<file path="src/hdl/lad_pkg.sv">
// Shared codes, widths and the control type for the linear array deque.
package lad_pkg;

   localparam int CmdWidth    = 2;
   localparam int ValueWidth  = 32;
   localparam int StatusWidth = 3;
   localparam int ReqDataWidth = 40;
   localparam int RspDataWidth = 40;

   localparam logic [CmdWidth-1:0] CMD_PUSH_FRONT = 2'd0;
   localparam logic [CmdWidth-1:0] CMD_PUSH_REAR  = 2'd1;
   localparam logic [CmdWidth-1:0] CMD_POP_FRONT  = 2'd2;
   localparam logic [CmdWidth-1:0] CMD_POP_REAR   = 2'd3;

   localparam logic [StatusWidth-1:0] ST_OK       = 3'd0;
   localparam logic [StatusWidth-1:0] ST_FULL     = 3'd1;
   localparam logic [StatusWidth-1:0] ST_FRONT_BD = 3'd2;
   localparam logic [StatusWidth-1:0] ST_REAR_BD  = 3'd3;
   localparam logic [StatusWidth-1:0] ST_EMPTY    = 3'd4;

   localparam logic [ValueWidth-1:0] NO_VALUE = '1;

   typedef struct packed {
      logic load;
      logic exec;
   } ctl_type;

endpackage

</file>
<file path="src/hdl/lad_ctrl.sv">
// Controller state machine: sequences accept, execute and respond for each item.
module lad_ctrl (
   input  logic             clock,
   input  logic             reset,
   input  logic             req_tvalid,
   output logic             req_tready,
   output logic             rsp_tvalid,
   input  logic             rsp_tready,
   output lad_pkg::ctl_type ctl
);

   localparam logic [1:0] S_IDLE = 2'd0;
   localparam logic [1:0] S_EXEC = 2'd1;
   localparam logic [1:0] S_RESP = 2'd2;

   logic [1:0] state_ff;
   logic [1:0] state_in;

   assign req_tready = (state_ff == S_IDLE);
   assign rsp_tvalid = (state_ff == S_RESP);

   always_comb begin
      state_in = state_ff;
      ctl.load = 1'b0;
      ctl.exec = 1'b0;
      unique case (state_ff)
         S_IDLE: begin
            if (req_tvalid) begin
               ctl.load = 1'b1;
               state_in = S_EXEC;
            end
         end
         S_EXEC: begin
            ctl.exec = 1'b1;
            state_in = S_RESP;
         end
         S_RESP: begin
            if (rsp_tready) begin
               state_in = S_IDLE;
            end
         end
         default: begin
            state_in = S_IDLE;
         end
      endcase
   end

   always_ff @(posedge clock) begin
      if (reset) begin
         state_ff <= S_IDLE;
      end else begin
         state_ff <= state_in;
      end
   end

endmodule

</file>
<file path="src/hdl/lad_datapath.sv">
// Datapath: element memory, head/tail indices, command decode and result register.
module lad_datapath #(
   parameter int DEPTH = 8
) (
   input  logic                                clock,
   input  logic                                reset,
   input  lad_pkg::ctl_type                    ctl,
   input  logic [lad_pkg::CmdWidth-1:0]        cmd,
   input  logic signed [lad_pkg::ValueWidth-1:0] push_value,
   output logic signed [lad_pkg::ValueWidth-1:0] pop_value,
   output logic [lad_pkg::StatusWidth-1:0]     status
);

   localparam int AddrWidth = (DEPTH > 1) ? $clog2(DEPTH) : 1;
   localparam logic [AddrWidth-1:0] LastIdx = AddrWidth'(DEPTH - 1);

   logic [lad_pkg::ValueWidth-1:0] mem [DEPTH];

   logic [lad_pkg::CmdWidth-1:0]    cmd_ff;
   logic [lad_pkg::ValueWidth-1:0]  value_ff;
   logic [AddrWidth-1:0]            head_ff, head_in;
   logic [AddrWidth-1:0]            tail_ff, tail_in;
   logic                            empty_ff, empty_in;
   logic [lad_pkg::StatusWidth-1:0] status_ff, status_in;
   logic                            pop_ok_ff, pop_ok_in;
   logic [lad_pkg::ValueWidth-1:0]  rd_data_ff;
   logic                            wr_en;
   logic [AddrWidth-1:0]            wr_addr;
   logic [AddrWidth-1:0]            rd_addr;
   logic                            full;

   assign full = !empty_ff && (head_ff == '0) && (tail_ff == LastIdx);

   always_comb begin
      head_in   = head_ff;
      tail_in   = tail_ff;
      empty_in  = empty_ff;
      status_in = lad_pkg::ST_OK;
      pop_ok_in = 1'b0;
      wr_en     = 1'b0;
      wr_addr   = head_ff;
      rd_addr   = head_ff;
      unique case (cmd_ff) inside
         lad_pkg::CMD_PUSH_FRONT, lad_pkg::CMD_PUSH_REAR: begin
            if (full) begin
               status_in = lad_pkg::ST_FULL;
            end else if (empty_ff) begin
               head_in  = '0;
               tail_in  = '0;
               empty_in = 1'b0;
               wr_en    = 1'b1;
               wr_addr  = '0;
            end else if (cmd_ff == lad_pkg::CMD_PUSH_FRONT) begin
               if (head_ff == '0) begin
                  status_in = lad_pkg::ST_FRONT_BD;
               end else begin
                  head_in = head_ff - 1'b1;
                  wr_en   = 1'b1;
                  wr_addr = head_ff - 1'b1;
               end
            end else begin
               if (tail_ff == LastIdx) begin
                  status_in = lad_pkg::ST_REAR_BD;
               end else begin
                  tail_in = tail_ff + 1'b1;
                  wr_en   = 1'b1;
                  wr_addr = tail_ff + 1'b1;
               end
            end
         end
         default: begin
            if (empty_ff) begin
               status_in = lad_pkg::ST_EMPTY;
            end else begin
               pop_ok_in = 1'b1;
               rd_addr   = (cmd_ff == lad_pkg::CMD_POP_FRONT) ? head_ff : tail_ff;
               if (head_ff == tail_ff) begin
                  head_in  = '0;
                  tail_in  = '0;
                  empty_in = 1'b1;
               end else if (cmd_ff == lad_pkg::CMD_POP_FRONT) begin
                  head_in = head_ff + 1'b1;
               end else begin
                  tail_in = tail_ff - 1'b1;
               end
            end
         end
      endcase
   end

   // element memory, registered read
   always_ff @(posedge clock) begin
      if (ctl.exec && wr_en) begin
         mem[wr_addr] <= value_ff;
      end
      if (ctl.exec) begin
         rd_data_ff <= mem[rd_addr];
      end
   end

   always_ff @(posedge clock) begin
      if (ctl.load) begin
         cmd_ff   <= cmd;
         value_ff <= push_value;
      end
      if (ctl.exec) begin
         status_ff <= status_in;
         pop_ok_ff <= pop_ok_in;
      end
   end

   always_ff @(posedge clock) begin
      if (reset) begin
         head_ff  <= '0;
         tail_ff  <= '0;
         empty_ff <= 1'b1;
      end else if (ctl.exec) begin
         head_ff  <= head_in;
         tail_ff  <= tail_in;
         empty_ff <= empty_in;
      end
   end

   assign pop_value = pop_ok_ff ? rd_data_ff : lad_pkg::NO_VALUE;
   assign status    = status_ff;

endmodule

</file>
<file path="src/hdl/linear_array_deque_core.sv">
// Top level of the linear array deque: stream ports around controller and datapath.
//
//   channel | dir | tdata fields (lsb first)           | tuser
//   req     | in  | cmd[1:0], push_value[33:2]          | -
//   rsp     | out | pop_value[31:0], status[34:32]      | -
//
// Each item is accepted, executed (index update plus one memory write or
// read, registered) and responded to before the next item is accepted.
// Reset empties the deque; memory contents are not cleared.
// A stalled rsp holds the result and blocks req until it is taken.
module linear_array_deque_core #(
   parameter int DEPTH = 8
) (
   input  logic                                clock,
   input  logic                                reset,
   input  logic                                req_tvalid,
   output logic                                req_tready,
   input  logic [lad_pkg::ReqDataWidth-1:0]    req_tdata,  // cmd, push_value
   output logic                                rsp_tvalid,
   input  logic                                rsp_tready,
   output logic [lad_pkg::RspDataWidth-1:0]    rsp_tdata   // pop_value, status
);

   lad_pkg::ctl_type                     ctl;
   logic signed [lad_pkg::ValueWidth-1:0] pop_value;
   logic [lad_pkg::StatusWidth-1:0]      status;

   lad_ctrl u_ctrl (
      .clock      (clock),
      .reset      (reset),
      .req_tvalid (req_tvalid),
      .req_tready (req_tready),
      .rsp_tvalid (rsp_tvalid),
      .rsp_tready (rsp_tready),
      .ctl        (ctl)
   );

   lad_datapath #(
      .DEPTH (DEPTH)
   ) u_datapath (
      .clock      (clock),
      .reset      (reset),
      .ctl        (ctl),
      .cmd        (req_tdata[1:0]),
      .push_value (req_tdata[33:2]),
      .pop_value  (pop_value),
      .status     (status)
   );

   assign rsp_tdata = {5'b0, status, pop_value};

endmodule
</file>
<file path="config.mk">
export PLATFORM = sky130hd
export DESIGN_NAME = linear_array_deque_core
export DESIGN_NICKNAME = d
export VERILOG_FILES = /design/src/hdl/lad_pkg.sv /design/src/hdl/lad_ctrl.sv /design/src/hdl/lad_datapath.sv /design/src/hdl/linear_array_deque_core.sv
export SDC_FILE = /design/constraint.sdc
export NUM_CORES = 1
export LEC_CHECK = 0
export ABC_AREA = 1
export BUFFER_PORTS_ARGS = -buffer_cell sky130_fd_sc_hd__buf_2
export CAP_MARGIN = 20
export CORE_AREA = 2 2 152 191
export CTS_CLUSTER_SIZE = 12
export DETAILED_ROUTE_END_ITERATION = 6
export DIE_AREA = 0 0 154 193
export PLACE_DENSITY = 0.67
export SLEW_MARGIN = 20
export SYNTH_ARGS = -nofsm -noshare
export SYNTH_HDL_FRONTEND = slang
export SYNTH_SLANG_ARGS = --single-unit
</file>
<file path="constraint.sdc">
create_clock -name clock -period 5.7 [get_ports clock]
set_input_delay 0.57 -clock clock [delete_from_list [all_inputs] [get_ports clock]]
set_output_delay 0.57 -clock clock [all_outputs]
set_load 0.1 [all_outputs]
</file>
==> flow_metrics.py, run 1 <==
metrics = {
    "placement": {
        "place_congestion": 0.8609,
        "place_area_um2": 14520,
        "place_inst": 1554,
        "pre_cts_slack_ps": 2491,
        "port-buffer-count": 74,
        "hpwlAfterDp_mm": 13.73,
    },
    "cts": {
        "cts.clk_slew.worst_paths_ps": 60,
        "cts_inserted_buffers": 35,
        "cts.path.max_buffers": 3,
        "cts_tree": "done",
        "clock_latency_ps": 500,
        "ctsResizeCount": 0,
        "cts_setup_buffers": 0,
        "cts.htree.levels": 2,
        "clockRootBuffer": "clkbuf_16",
        "clkSinkCount": 335,
        "hold_buffers": 0,
    },
    "status": {
        "outcome": "finished, final reports clean",
    },
    "global_routing": {
        "grt_max_degree": 197,
        "antenna_found_initial": 0,
        "grt_pass1_vias": 7536,
        "grt_pass1_wl_mm": 40.53,
        "grt_usage": 0.1794,
        "grt_overflow": 0,
    },
    "timing": {
        "max_slew_margin": 0.4189,
        "max_freq_mhz": 313.0,
        "fin_tns_setup_ps": 0,
        "finClkSkew_ps": 11.45,
        "finalCritPeriodShare": 0.5606,
        "worst_pin_slew_ps": 866.9,
        "rsz0062_at_grt": "no",
        "final-setup-viol-count": 0,
        "finalHoldViolations": 0,
        "setup_ws_ps": 2505,
        "drv_slew": 0,
        "period_needed_ps": 3195,
    },
    "detailed_routing": {
        "viasPerCell": 5.085,
        "drt_iter0_markers": 577,
        "drc_errors": 0,
        "dr.pass1.iters": 5,
        "vias": 8177,
        "wl_per_cell_um": 16.26,
        "finalWirelength_mm": 26.14,
        "ant_nets": 0,
    },
    "yosys": {
        "synth_compound_area_frac": 0.07723,
        "synth_cell_type_count": 26,
        "yosysWarnings": 0,
        "yosys_register_bits": 335,
        "ys_seq_area_frac": 0.7214,
        "synth_xor_area_frac": 0.001901,
        "synthAdderAreaFrac": 0.005432,
        "syn_area_per_cell_um2": 11.88,
        "muxShareOfSynthArea": 0,
        "syn-cell-area_um2": 13820,
        "synth_top_family_by_area": "simple AND/OR/NAND/NOR gates",
        "synth-simple-area-share": 0.1192,
        "syn_inst": 1163,
    },
    "setup_path": {
        "crit_family": "simple AND/OR/NAND/NOR gates",
        "path_common_cell": "nand2_1",
        "crit_cells": 11,
        "path_cells": "ha_1, ha_1, nand2_1, inv_1, nand2_1, nand2_1, nor2_1, nand3_1, nand3_1, nor2_4, buf_4",
        "rr_startpoint": "u_datapath.tail_ff[0]$_SDFFE_PP0P_",
        "slowest_delay_ps": 570,
        "rrSetupSlack_ps": 2500,
        "start_kind": "flip-flop",
        "slowest_stage": "nor2_4",
        "cp.arrival_ps": 3350,
        "crit_buf_inv": 2,
        "reg2reg_depth": 11,
        "cp_max_fo": 20,
        "endpoint": "u_datapath.mem[0][22]$_DFFE_PP_",
        "cp-startpoint": "u_datapath.tail_ff[0]$_SDFFE_PP0P_",
        "crit_required_ps": 5860,
        "reg2reg_to": "u_datapath.mem[0][22]$_DFFE_PP_",
        "critPathKind": "flip-flop to flip-flop",
        "critPathCaptureType": "flip-flop",
    },
    "cells_and_area": {
        "antenna_cells": 0,
        "area_growth_pct": 12.73,
        "drive_gt1_frac": 0.1221,
        "num-nets-final": 1287,
        "design_area_um2": 15580,
        "num-fill-cells": 2242,
        "fin_cells": 1608,
    },
    "worst_hold_path": {
        "hold_path_class": "input pin to flip-flop",
        "min_path_cells": 1,
        "hold_path.startpoint": "req_tdata[14]",
    },
    "floorplan": {
        "design.core.area_um2": 28060,
        "chipWidth_um": 154,
        "num_rows": 69,
        "fp.dieH_um": 193,
        "die-area_um2": 29720,
        "start_util": 0.4925,
        "io_pins": 86,
    },
    "power": {
        "ir_drop_uv": 281.2,
        "leakagePower_nw": 5.938,
        "power_density_nw_per_um2": 338.3,
        "power.total_mw": 5.271,
    },
    "run": {
        "maxCapViolCount": 0,
    },
}
==> state kept, by name, indices dropped and copies added, names as in the netlist <==
name                   cells
u_ctrl.state_ff            2
u_datapath.cmd_ff          2
u_datapath.value_ff       32
u_datapath.empty_ff        1
u_datapath.rd_data_ff     32
u_datapath.head_ff         3
u_datapath.pop_ok_ff       1
u_datapath.mem           256
u_datapath.status          3
u_datapath.tail_ff         3
==> where the power goes <==
group          internal, mW  switching [mW]
combinational        0.0948           0.295
sequential             2.77          0.0429
clock                  1.23           0.837
total                  4.10            1.18
==> logic make-up (layout without fill, tap and decap cells) <==
family | after synthesis | after routing
AO/OA/AOI/OAI | 147 | 147
XOR/XNOR | 3 | 3
adder cells (fa/ha/maj) | 6 | 6
buffers and inverters | 242 | 328
flip-flops | 335 | 335
other | 1 | 5
AND/OR/NAND/NOR | 429 | 429
==> cells in the mapped netlist <==
master / n / area share
nor4_1: 1 / 0.00045
ha_1: 6 / 0.0054
nand3_2: 1 / 0.00072
o21ai_0: 10 / 0.0036
clkbuf_1: 10 / 0.0027
a21oi_1: 4 / 0.0014
inv_2: 5 / 0.0014
edfxtp_1: 326 / 0.71
nor2_1: 32 / 0.0087
nand2_1: 376 / 0.10
o21a_1: 1 / 0.00054
nand3_1: 13 / 0.0047
o21ai_2: 1 / 0.00063
conb_1: 1 / 0.00027
nor3_1: 2 / 0.00072
o21bai_1: 1 / 0.00054
buf_2: 22 / 0.0080
nand2_2: 2 / 0.00091
nand4_1: 1 / 0.00045
or2_2: 1 / 0.00045
buf_4: 25 / 0.014
dfxtp_1: 9 / 0.013
o21ai_1: 1 / 0.00036
xnor2_1: 3 / 0.0019
inv_1: 180 / 0.049
o211ai_1: 129 / 0.070
==> cell usage in the layout (no fill, tap or decap), drive strengths merged <==
master / n
edfxtp: 326
nor4: 1
clkinv: 4
or2: 1
a21oi: 4
xnor2: 3
bufinv: 1
o21bai: 1
nor2: 32
clkinvlp: 1
nand4: 1
o21ai: 12
nand2: 378
dfxtp: 9
clkbuf: 47
conb: 5
ha: 6
o211ai: 129
nor3: 2
nand3: 14
inv: 185
buf: 90
o21a: 1
==> layout make-up <==
cell class / instances / area (um2) / area share
clock buffers: 47 / 973.4 / 0.06248
clock inverters: 6 / 53.80 / 0.003454
inverters: 185 / 694.4 / 0.04457
multi-input cells: 590 / 2933 / 0.1883
flip-flops and latches: 335 / 9970 / 0.6399
well taps: 355 / 444.2 / 0.02851
repair buffers: 90 / 510.5 / 0.03277
==> metal layers <==
layer / global-route usage / wire length, um
met5: 0 / 0
met4: 0.07513 / 826
met3: 0.02861 / 1286
met2: 0.3046 / 12710
met1: 0.2327 / 11320
==> worst min-delay path by stage <==
stage | slack (ps) | to
after detailed placement | 510 | u_ctrl.state_ff[0]$_SDFFE_PP0P_
after CTS | 220 | u_datapath.value_ff[0]$_DFFE_PP_
after global placement | 510 | u_ctrl.state_ff[0]$_SDFFE_PP0P_
final | 240 | u_datapath.value_ff[12]$_DFFE_PP_
after global routing | 220 | u_datapath.value_ff[20]$_DFFE_PP_
after floorplan | 460 | u_ctrl.state_ff[0]$_SDFFE_PP0P_
==> through the flow <==
| step | utilization | hold WS (ps) |
|---|---|---|
| after CTS | 0.5542 | 224.3 |
| final | 0.5552 | 242.9 |
| after floorplan | - | 462.9 |
| after global placement | 0.5176 | 506.0 |
| after detailed placement | 0.5176 | 512.3 |
| after global routing | 0.5552 | 224.5 |
Power figures use the tool's default switching activity.
==> run 2: changes to the inputs <==
- ABC_AREA: 1 -> 0
- CORE_AREA: 2 2 152 191 -> 2 2 149 187
- DIE_AREA: 0 0 154 193 -> 0 0 151 189
- PLACE_DENSITY: 0.67 -> 0.7
- clock period: 5.7 -> 2.89 ns (I/O delays scaled with it)
==> run 2 against run 1 <==
  * Clock power grew 86%
  * Area after synthesis shrank 4.3%
  * Register-to-register slack lost 2300 ps
  * Critical path depth is 3 lower
==> flow_metrics.py, run 2 <==
metrics = {
    "setup_path": {
        "cp.arrival_ps": 2850,
        "cp_max_fo": 12,
        "critPathKind": "flip-flop to flip-flop",
        "start_kind": "flip-flop",
        "crit_required_ps": 3070,
        "critPathCaptureType": "flip-flop",
    },
    "power": {
        "power_density_nw_per_um2": 640.6,
        "leakagePower_nw": 6.109,
        "power.total_mw": 10.03,
        "ir_drop_uv": 471.1,
    },
    "placement": {
        "pre_cts_slack_ps": 244.1,
        "place_congestion": 0.8462,
        "hpwlAfterDp_mm": 14.15,
        "port-buffer-count": 74,
    },
    "cts": {
        "cts_setup_buffers": 0,
        "cts.htree.levels": 2,
        "clock_latency_ps": 510,
        "clockRootBuffer": "clkbuf_16",
        "cts.path.max_buffers": 3,
        "hold_buffers": 34,
        "cts_tree": "done",
        "ctsResizeCount": 0,
        "cts.clk_slew.worst_paths_ps": 60,
        "cts_inserted_buffers": 34,
        "clkSinkCount": 335,
    },
    "yosys": {
        "synth_top_area_frac": 0.7405,
        "yosys.area.top_type": "edfxtp_1",
        "ys.flop_type": "edfxtp_1",
        "synth_top_family_by_area": "multiplexers",
        "synth_edf_count": 326,
        "ys_seq_area_frac": 0.7541,
        "synth_cell_type_count": 47,
        "syn-cell-area_um2": 13220,
        "muxShareOfSynthArea": 0.1032,
        "synthAdderAreaFrac": 0.005679,
        "yosysWarnings": 0,
        "syn_area_per_cell_um2": 17.42,
        "synth_area_leaders": "edfxtp_1 74%, mux2i_1 10%, a22o_1 4.2%",
        "yosys-top-cells-count": "326 x edfxtp_1, 134 x mux2i_1, 64 x a22o_1",
        "yosys_register_bits": 335,
        "synth.most_common_cell": "edfxtp_1",
        "async_flop_share": 0,
        "synth-simple-area-share": 0.04940,
        "synth_compound_area_frac": 0.06199,
        "synth_xor_area_frac": 0.003313,
        "syn_inst": 759,
    },
    "cells_and_area": {
        "area_growth_pct": 18.42,
        "largest-register": "u_datapath.mem",
        "multiInputGateArea_um2": 3105,
        "largest_reg_flops": 256,
        "num-nets-final": 954,
        "utilization": 0.5873,
        "num-fill-cells": 2005,
        "antenna_cells": 0,
        "final_cell_mix": "326 x edfxtp_1, 133 x mux2i_1, 74 x buf_2",
        "seq_area_um2": 9971,
        "drive_gt1_frac": 0.1972,
        "final_common_cell": "edfxtp_1",
        "reg.largest.list": "u_datapath.mem (256), u_datapath.rd_data_ff (32), u_datapath.value_ff (32)",
    },
    "worst_hold_path": {
        "hold_path_class": "input pin to flip-flop",
    },
    "timing": {
        "setup_ws_ps": 227.4,
        "drv_slew": 0,
        "finalHoldViolations": 0,
        "rsz0062_at_grt": "no",
        "max_freq_mhz": 375.6,
        "finalCritPeriodShare": 0.9213,
        "fin_tns_setup_ps": 0,
        "max_slew_margin": 0.3350,
        "holdWs_ps": 67.89,
        "period_needed_ps": 2663,
        "final-setup-viol-count": 0,
        "worst_pin_slew_ps": 997.6,
        "finClkSkew_ps": 17.26,
    },
    "global_routing": {
        "grt_pass1_vias": 6965,
        "antenna_found_initial": 0,
        "grt_usage": 0.1799,
        "grt_max_degree": 38,
        "grt_pass1_wl_mm": 38.50,
        "grt_overflow": 0,
    },
    "detailed_routing": {
        "drc_errors": 0,
        "drt_iter0_markers": 437,
        "dr.pass1.iters": 5,
        "ant_nets": 0,
        "viasPerCell": 5.420,
        "wl_per_cell_um": 19.89,
        "vias": 6846,
        "finalWirelength_mm": 25.12,
    },
    "floorplan": {
        "fp.dieH_um": 189,
        "num_rows": 67,
        "io_pins": 86,
        "die-area_um2": 28540,
        "start_util": 0.4959,
        "chipWidth_um": 151,
        "design.core.area_um2": 26660,
    },
    "run": {
        "maxCapViolCount": 0,
    },
    "status": {
        "outcome": "finished, final reports clean",
    },
}
run 2: cell count changes in the layout (fill, tap and decap cells not counted), sizes merged, moves of 34 or more:
cell and change:
nand2 -369, inv -177, mux2i +134, o211ai -128
a22o +64, nand2b +37, dlygate4sd3 +34
run 2: worst max-delay path, stage by stage, from the launching register on:
cell and delay (ps):
dfxtp_1 430, ha_2 210, ha_2 280, nand2_1 160, o21ai_2 200, a21oi_1 80, or3b_4 450, nor3_4 260
buf_4 280
run 2: final cells by class:
cell class	count	area share
flip-flops and latches	335	0.6369
clock buffers	47	0.05882
well taps	345	0.02757
clock inverters	3	0.001359
inverters	7	0.001678
multi-input cells	379	0.1984
repair buffers	147	0.07529
run 2: final timing paths:
path	from	to	slack (ps)	depth (start not counted)
worst max-delay path	u_datapath.tail_ff[1]$_SDFFE_PP0P_	u_datapath.mem[2][25]$_DFFE_PP_	230	8
worst max register to register	u_datapath.tail_ff[1]$_SDFFE_PP0P_	u_datapath.mem[2][25]$_DFFE_PP_	230	8
worst min-delay path	rsp_tready	u_ctrl.state_ff[1]$_SDFFE_PP0P_	70	3
worst min register to register	u_datapath.tail_ff[0]$_SDFFE_PP0P_	u_datapath.tail_ff[0]$_SDFFE_PP0P_	520	2
run 2: report_power, final:
part	switching, mW	leakage, nW	internal, mW
Clock	1.64	0.456	2.21
Sequential	0.0795	3.04	5.45
Combinational	0.426	2.62	0.221
run 2: per-layer routing:
metal,vias to the layer above,part of all wire,GRT usage
met1,3410,0.41,0.2255
met2,166,0.52,0.3213
li1,3222,-,-
met5,-,0,0
met3,48,0.040,0.02723
met4,0,0.022,0.05428
run 2: cell families after synthesis:
kind of cell / count (synthesis)
DFF: 335
buffers and inverters: 49
xor gates and xnor gates: 5
and+or+nand+nor: 126
muxes: 136
other: 1
adders and majority gates: 6
AOI/OAI and AO/OA: 101
run 2: metrics by stage:
step                instances  instance area [um2]
finish                   1263                15660
detailed placement       1179                14370
global route             1263                15660
global placement         1179                14370
CTS                      1263                15660
floorplan                 763                13330
